`src/rtl/vertex_material_assign_defines.svh`:
```
// ----------------------------------------------------------------------------
// vertex_material_assign_defines
// assertion macros shared by the vertex material table block
// ----------------------------------------------------------------------------
`ifndef VERTEX_MATERIAL_ASSIGN_DEFINES_SVH
`define VERTEX_MATERIAL_ASSIGN_DEFINES_SVH

`ifndef NO_ASSERTIONS

// condition must never hold outside reset
`define VMA_ASSERT_NEVER(lbl, clk, rst, cond, msg) \
  lbl: assert property (@(posedge clk) disable iff (rst) !(cond)) else $error(msg);

// antecedent implies consequent in the same cycle
`define VMA_ASSERT_IMPLY(lbl, clk, rst, ante, cons, msg) \
  lbl: assert property (@(posedge clk) disable iff (rst) (ante) |-> (cons)) else $error(msg);

// antecedent implies consequent in the next cycle
`define VMA_ASSERT_NEXT(lbl, clk, rst, ante, cons, msg) \
  lbl: assert property (@(posedge clk) disable iff (rst) (ante) |=> (cons)) else $error(msg);

`else

`define VMA_ASSERT_NEVER(lbl, clk, rst, cond, msg)
`define VMA_ASSERT_IMPLY(lbl, clk, rst, ante, cons, msg)
`define VMA_ASSERT_NEXT(lbl, clk, rst, ante, cons, msg)

`endif

`endif

```
`src/rtl/vma_pkg.sv`:
```
// ----------------------------------------------------------------------------
// vma_pkg
// shared types and constants of the vertex material table block
// ----------------------------------------------------------------------------
package vma_pkg;

  // field widths of the stream beats
  localparam int unsigned VTX_W  = 16;
  localparam int unsigned MAT_W  = 16;
  localparam int unsigned CNT_W  = 17;
  localparam int unsigned CORNERS = 3;
  localparam int unsigned S_DATA_W = 64;
  localparam int unsigned M_DATA_W = 40;

  // item kinds carried on s_tuser
  localparam logic KIND_ADD  = 1'b0;
  localparam logic KIND_READ = 1'b1;

  // vertex source select for memory read and entry update
  typedef enum logic [1:0] {
    SEL_A,
    SEL_B,
    SEL_C,
    SEL_PORT
  } vma_sel_t;

  // controller to datapath commands
  typedef struct packed {
    logic     accept;
    logic     rd_en;
    vma_sel_t rd_sel;
    logic     upd_en;
    vma_sel_t upd_sel;
    logic     clr_en;
    logic     res_load;
  } vma_cmd_t;

  // datapath to controller status
  typedef struct packed {
    logic clr_last;
    logic out_free;
  } vma_sts_t;

endpackage

```
`src/rtl/vma_ctrl.sv`:
```
// ----------------------------------------------------------------------------
// vma_ctrl
// sequencer for clearing pass, triangle corner updates and entry reads
// ----------------------------------------------------------------------------
module vma_ctrl (
  input  logic              clk,
  input  logic              rst,
  input  logic              s_tvalid,
  input  logic              s_tuser,
  output logic              s_tready,
  output vma_pkg::vma_cmd_t cmd,
  input  vma_pkg::vma_sts_t sts
);

  import vma_pkg::*;

  typedef enum logic [2:0] {
    ST_CLEAR,
    ST_IDLE,
    ST_CORNER_B,
    ST_CORNER_C,
    ST_CORNER_W,
    ST_READ
  } state_t;

  state_t state;
  state_t state_next;

  // next state and commands
  always_comb begin
    state_next = state;
    s_tready   = 1'b0;
    cmd        = '0;
    cmd.rd_sel  = SEL_PORT;
    cmd.upd_sel = SEL_A;
    case (state)
      ST_CLEAR: begin
        cmd.clr_en = 1'b1;
        if (sts.clr_last) begin
          state_next = ST_IDLE;
        end
      end
      ST_IDLE: begin
        s_tready   = 1'b1;
        cmd.accept = s_tvalid;
        cmd.rd_en  = s_tvalid;
        if (s_tvalid) begin
          state_next = (s_tuser == KIND_READ) ? ST_READ : ST_CORNER_B;
        end
      end
      ST_CORNER_B: begin
        cmd.upd_en  = 1'b1;
        cmd.upd_sel = SEL_A;
        cmd.rd_en   = 1'b1;
        cmd.rd_sel  = SEL_B;
        state_next  = ST_CORNER_C;
      end
      ST_CORNER_C: begin
        cmd.upd_en  = 1'b1;
        cmd.upd_sel = SEL_B;
        cmd.rd_en   = 1'b1;
        cmd.rd_sel  = SEL_C;
        state_next  = ST_CORNER_W;
      end
      ST_CORNER_W: begin
        // last corner write overlaps the next beat's first read
        cmd.upd_en  = 1'b1;
        cmd.upd_sel = SEL_C;
        s_tready    = 1'b1;
        cmd.accept  = s_tvalid;
        cmd.rd_en   = s_tvalid;
        if (s_tvalid) begin
          state_next = (s_tuser == KIND_READ) ? ST_READ : ST_CORNER_B;
        end else begin
          state_next = ST_IDLE;
        end
      end
      ST_READ: begin
        if (sts.out_free) begin
          cmd.res_load = 1'b1;
          state_next   = ST_IDLE;
        end
      end
      default: begin
        state_next = ST_IDLE;
      end
    endcase
  end

  // state register
  always_ff @(posedge clk) begin
    if (rst) begin
      state <= ST_CLEAR;
    end else begin
      state <= state_next;
    end
  end

endmodule

```
`config.mk`:
```
export PLATFORM = sky130hd
export DESIGN_NAME = vma_ctrl
export DESIGN_NICKNAME = d
export VERILOG_FILES = /design/src/rtl/vertex_material_assign_defines.svh /design/src/rtl/vma_pkg.sv /design/src/rtl/vma_ctrl.sv
export SDC_FILE = /design/constraint.sdc
export NUM_CORES = 1
export LEC_CHECK = 0
export BUFFER_PORTS_ARGS = -buffer_cell sky130_fd_sc_hd__buf_2
export CORE_AREA = 2 2 39 41
export DETAILED_ROUTE_END_ITERATION = 10
export DIE_AREA = 0 0 41 43
export GPL_ROUTABILITY_DRIVEN = 1
export PLACE_DENSITY = 0.5
export SLEW_MARGIN = 20
export SYNTH_ARGS = -nofsm -noshare
export SYNTH_HDL_FRONTEND = slang
export SYNTH_SLANG_ARGS = --single-unit
export TNS_END_PERCENT = 30
```
`constraint.sdc`:
```
create_clock -name clk -period 1.25 [get_ports clk]
set_input_delay 0.25 -clock clk [delete_from_list [all_inputs] [get_ports clk]]
set_output_delay 0.25 -clock clk [all_outputs]
set_load 0.03 [all_outputs]
```
==> metrics.md, run 1 <==
| Metric | Value |
|---|---|
| Status | finished, violations left |
| Failing checks | negative setup slack |
| Htree depth | 1 |
| Reg2Reg Setup Slack | 0.12 ns |
| CTS tree | built |
| Die H | 43 um |
| Routed length per instance | 11.2 um |
| Slew @ Worst Pin | 0.177 ns |
| IO buf count | 15 |
| # IOs | 16 |
| Mean Syn Cell Area | 8.26 sq um |
| VDD IR max | 0.219 mV |
| Worst path buffer plus inverter count | 2 |
| DP Wirelength | 659 um |
| Leak pwr | 0.252 nW |
| Pins Over Slew Limit | 0 |
| CP most frequent cell | buf_6 |
| Full die area | 1760 sq um |
| DP Area | 458 sq um |
| Switching Share | 0.363 |
| Row count | 14 |
| Die Wd | 41 um |
| Register area share after synthesis | 0.191 |
| Worst setup SP type | flop |
| Net Switching | 0.194 mW |
| R2R cell count | 5 |
| Placed cells | 74 |
| Max Clk Rate | 716 MHz |
| Crit path depth | 4 |
| Worst Path Required | 1.00 ns |
| Min-delay worst type | in2reg |
| Fin crit period | 1.40 ns |
| Postcts setup bufs | 0 |
| Worst Setup SP | state[0] |
| Syn Inst Count | 38 |
| RSZ-0062 raised after global routing | true |
| DRC | 0 |
| Via/cell ratio | 4.46 |
| Tot GR Track Use | 0.113 |
| Nets | 69 |
| WL final | 875 um |
| Syn Nets | 44 |
| Top cells by area, synth | dfxtp_1 (19%), buf_6 (7.2%), o2bb2ai_1 (5.6%) |
| Largest delay contributor family on the critical path | flip-flops |
| Crit. End Element | primary output |
| Via count | 348 |
| Most frequent cells in the layout | buf_6 (9), buf_2 (7), buf_4 (7) |
| Final Util | 0.421 |
| YS warnings | 0 |
| Fillers | 137 |
| Detailed Route Iter0 Violations | 2 |
| Drt pass-1 iters | 3 |
| CP max FO | 6 |
| DRT antenna net count | 0 |
| Clock latency on the worst-skew pair | 0.24 ns |
| Core Region | 1380 sq um |
| Final worst setup slack | -0.148 ns |
| CTS clk-pin slew, worst paths | 0.04 ns |
| Max reg flops | 3 |
| Global-route wire length before repair | 1370 um |
| Total CTS buffers | 3 |
| Count of cell types in the netlist | 23 |
| Most flops, register | state |
| WHS | 0.227 ns |
| Launch point of the worst reg-to-reg path | state[0] |
| Count of state elements after synthesis | 3 |
| Crit path capture | cmd[4] |
| Commonest non-fill, non-tap cell in the layout | buf_6 |
| Worst Skew | 0.00509 ns |
| Max cap viols | 0 |
| Initial antenna violation count | 0 |
| Max-slew headroom at the worst pin | 0.879 |
| Final worst-path cycle share | 1.12 |
| Cell Area, Synth | 314 sq um |
| Ant. Diodes | 0 |
| Congestion Overflow GR | 0 |
| Seq pwr share | 0.217 |
| Clock Tree Buf Depth | 2 |
| CP arrival | 1.15 ns |
| Placer Congestion | 0.770 |
| Power density over the cells | 915 nW/um^2 |
| Cells along the critical path | buf_6 > nor2_4 > or2_1 > buf_6 |
| CTS root buf | clkbuf_4 |
| Setup-failing EPs final | 9 |
| Share of cells above drive strength 1 | 0.677 |
| CTS sink cnt | 3 |
| Largest area contributor in the netlist | dfxtp_1 |
| Clock Power Share | 0.333 |
| Initial Util | 0.227 |
| Internal | 0.340 mW |
| Comb power frac | 0.449 |
| Final hold vios | 0 |
| Final instance area | 583 sq um |
| Largest net degree at the start of global routing | 9 |
| R2R Path End | state[1] |
| Worst path slowest cell | dfxtp_4 |
| Top Registers | state: 3 flops |
| Kind of critical path | reg2out |
| Top cell type's share of synthesized area | 0.191 |
| Post-Layout Cell Count | 78 |
| Layout area overhead | 85.7% |
| Delay of the slowest cell on the worst path | 0.38 ns |
| Vias in the first global route | 349 |
[area by class of cell]
type	count	area [sq um]	area share
Timing Repair Buffer	23	189	0.324
Sequential cell	3	68.8	0.118
Multi-Input combinational cell	30	272	0.466
Inverter	2	7.51	0.0129
Clock buffer	4	26.3	0.0451
Tap cell	16	20.0	0.0343
[power groups by stage]
stage	logic, mW	clock network, mW	registers (mW)
finish	0.240	0.178	0.116
global route	0.258	0.187	0.117
CTS	0.232	0.180	0.116
detailed placement	0.196	0	0.112
global placement	0.195	0	0.112
floorplan	0.143	0	0.107
[through the flow]
step / TNS [ns] / worst slack, ns / power, mW
floorplan: -0.269 / -0.120 / 0.249
global placement: -0.00430 / -0.00430 / 0.307
detailed placement: -0.0236 / -0.0236 / 0.307
CTS: -0.895 / -0.154 / 0.529
global route: -1.15 / -0.174 / 0.562
finish: -0.731 / -0.148 / 0.533
[worst min-delay path by stage]
stage	to	from	slack [ns]	depth (start not counted)
after floorplan	state[0]	rst	0.32	1
after global placement	state[0]	rst	0.48	2
after detailed placement	state[0]	rst	0.47	2
after CTS	state[0]	rst	0.22	2
after global routing	state[0]	rst	0.24	2
final	state[0]	rst	0.23	2
[synth_stat cells]
master     n
a21o_1     1
or2_1      2
nor2b_1    2
a31oi_1    1
mux2i_1    1
nor2_4     1
nor2_2     1
o32ai_2    1
dfxtp_1    3
nand2b_4   1
nor2_1     4
nand2b_1   2
nand2_1    3
nor3_1     1
xnor2_1    1
inv_1      2
and2_1     2
buf_6      2
o2bb2ai_1  2
a221oi_2   1
and4bb_1   1
a21oi_1    2
buf_4      1
[what timing repair did]
action | in CTS | in global routing
pin swaps | 4 | 1
setup endpoints to repair | 10 | 10
resized for setup | 24 | 7
hold buffers | 0 | 0
[kinds of logic (layout without fill, tap and decap cells)]
kind of cell / count (synthesis) / after routing / synth area share
multiplexers: 1 / 1 / 0.0319
AND/OR/NAND/NOR: 20 / 20 / 0.398
flip-flops: 3 / 3 / 0.191
AO/OA/AOI/OAI: 8 / 8 / 0.231
XOR/XNOR: 1 / 1 / 0.0279
buffers and inverters: 5 / 29 / 0.120
[per-layer routing]
metal	GRT usage	vias up	wire length, um
li1	-	178	-
met1	0.115	161	343
met2	0.203	9	502
met3	0	0	29
met4	0.0800	0	0
met5	0	-	0
Power figures use the tool's default switching activity.
==> run 2: changes to the inputs <==
--- a/constraint.sdc
+++ b/constraint.sdc
@@ -3,2 +3,2 @@
 set_output_delay 0.25 -clock clk [all_outputs]
-set_load 0.03 [all_outputs]
+set_load 0.01 [all_outputs]
==> metrics.md, run 2 (synthesis results as in run 1) <==
| Metric | Value |
|---|---|
| Status | finished, violations left (unchanged) |
| Failing checks | negative setup slack (unchanged) |
| Worst Path Required | 1.00 ns (about the same) |
| Fillers | 150 (was 137) |
| Clock Tree Buf Depth | 2 (unchanged) |
| CP max FO | 3 (was 6) |
| CP arrival | 1.10 ns (was 1.15 ns) |
| Kind of critical path | reg2out (unchanged) |
| Tot GR Track Use | 0.124 (was 0.113) |
| Post-Layout Cell Count | 77 (was 78) |
| Seq pwr share | 0.258 (was 0.217) |
| Max Clk Rate | 742 MHz (was 716 MHz) |
| Share of cells above drive strength 1 | 0.656 (was 0.677) |
| Total CTS buffers | 3 (unchanged) |
| Setup-failing EPs final | 8 (was 9) |
| Setup Total Neg Slack | -0.445 ns (was -0.731 ns) |
| Placed cells | 71 (was 74) |
| WL final | 878 um (was 875 um) |
| Max reg flops | 3 (unchanged) |
| Nets | 68 (was 69) |
| Fin crit period | 1.35 ns (was 1.40 ns) |
| WHS | 0.220 ns (was 0.227 ns) |
| DP Area | 417 sq um (was 458 sq um) |
| IO buf count | 15 (unchanged) |
| Via count | 355 (was 348) |
| Initial Util | 0.227 (unchanged) |
| Comb power frac | 0.347 (was 0.449) |
| Net Switching | 0.147 mW (was 0.194 mW) |
| Worst setup SP type | flop (unchanged) |
| Die Wd | 41 um (unchanged) |
| Full die area | 1760 sq um (unchanged) |
| Internal | 0.305 mW (was 0.340 mW) |
| Drt pass-1 iters | 3 (unchanged) |
| Congestion Overflow GR | 0 (unchanged) |
| Leak pwr | 0.235 nW (was 0.252 nW) |
| Slew @ Worst Pin | 0.201 ns (was 0.177 ns) |
| CTS tree | built (unchanged) |
| Via/cell ratio | 4.61 (was 4.46) |
| Routed length per instance | 11.4 um (was 11.2 um) |
| Die H | 43 um (unchanged) |
| Min-delay worst type | in2reg (unchanged) |
| Commonest non-fill, non-tap cell in the layout | buf_2 (was buf_6) |
| Core Region | 1380 sq um (unchanged) |
| Clock Power Share | 0.395 (was 0.333) |
| Placer Congestion | 0.805 (was 0.770) |
| Crit. End Element | primary output (unchanged) |
| Final hold vios | 0 (unchanged) |
| Detailed Route Iter0 Violations | 3 (was 2) |
| Max cap viols | 0 (unchanged) |
| # IOs | 16 (unchanged) |
| Max-slew headroom at the worst pin | 0.862 (was 0.879) |
| RSZ-0062 raised after global routing | true (unchanged) |
| Worst Skew | 0.00496 ns (was 0.00509 ns) |
| VDD IR max | 0.267 mV (was 0.219 mV) |
| Largest net degree at the start of global routing | 9 (unchanged) |
| Layout area overhead | 64.9% (was 85.7%) |
| Global-route wire length before repair | 1450 um (was 1370 um) |
| Total power | 0.453 mW (was 0.533 mW) |
| Switching Share | 0.325 (was 0.363) |
| Final instance area | 518 sq um (was 583 sq um) |
| Pins Over Slew Limit | 0 (unchanged) |
| Top Registers | state: 3 flops (unchanged) |
| Initial antenna violation count | 0 (unchanged) |
| DRC | 0 (unchanged) |
| CTS root buf | clkbuf_4 (unchanged) |
| DRT antenna net count | 0 (unchanged) |
| Vias in the first global route | 373 (was 349) |
| CTS sink cnt | 3 (unchanged) |
| CTS clk-pin slew, worst paths | 0.04 ns (about the same) |
| Most frequent cells in the layout | buf_2 (12), buf_6 (5), buf_4 (5) (was buf_6 (9), buf_2 (7), buf_4 (7)) |
| Row count | 14 (unchanged) |
| Ant. Diodes | 0 (unchanged) |
| Final worst-path cycle share | 1.08 (was 1.12) |
| DP Wirelength | 606 um (was 659 um) |
| Final worst setup slack | -0.0982 ns (was -0.148 ns) |
| Clock latency on the worst-skew pair | 0.24 ns (about the same) |
| Htree depth | 1 (unchanged) |
| Most flops, register | state (unchanged) |
| Power density over the cells | 874 nW/um^2 (was 915 nW/um^2) |
==> run 2: power groups by stage <==
stage / logic [mW] / clock network [mW] / registers [mW]
floorplan: 0.0979 / 0 / 0.107
global placement: 0.137 / 0 / 0.114
detailed placement: 0.135 / 0 / 0.114
CTS: 0.146 / 0.182 / 0.115
global route: 0.174 / 0.184 / 0.118
finish: 0.157 / 0.179 / 0.117
==> run 2: worst max-delay path, stage by stage, from the launching register on <==
cell      delay, ns
dfxtp_2        0.34
nand2b_4       0.14
nor2_4         0.04
or2_1          0.20
buf_2          0.14
==> run 2: cell type report <==
cell class	instances	area, sq um	area share
flip-flops and latches	3	68.8	0.133
multi-input cells	30	241	0.466
well taps	16	20.0	0.0386
repair buffers	22	154	0.297
inverters	2	7.51	0.0145
clock buffers	4	26.3	0.0507
==> run 2: final timing paths <==
path,startpoint,to,slack (ns),cells after the start
worst min-delay path,rst,state[0],0.22,2
worst min register to register,state[1],state[1],0.69,3
worst max register to register,state[1],state[2],0.21,4
worst max-delay path,state[1],cmd[4],-0.1,4
==> run 2: metal layers <==
| metal | routed length, um | part of all wire | up-vias | GRT usage |
|---|---|---|---|---|
| li1 | - | - | 178 | - |
| met1 | 354 | 0.40 | 158 | 0.144 |
| met2 | 443 | 0.50 | 16 | 0.191 |
| met3 | 53 | 0.060 | 3 | 0.0157 |
| met4 | 27 | 0.031 | 0 | 0.100 |
| met5 | 0 | 0 | - | 0 |
==> run 2: through the flow <==
step / utilization / worst slack (ns)
3_5_place_dp: 0.301 / 0.0838
2_1_floorplan: - / 0.123
4_1_cts: 0.347 / -0.0886
6_report: 0.374 / -0.0982
3_3_place_gp: 0.301 / 0.0641
5_1_grt: 0.374 / -0.144
==> run 2: repair_timing <==
item	in CTS	in global routing
resized for setup	10	8
setup endpoints to repair	10	9
buffers inserted	1	1
pin swaps	2	2
hold buffers	0	0
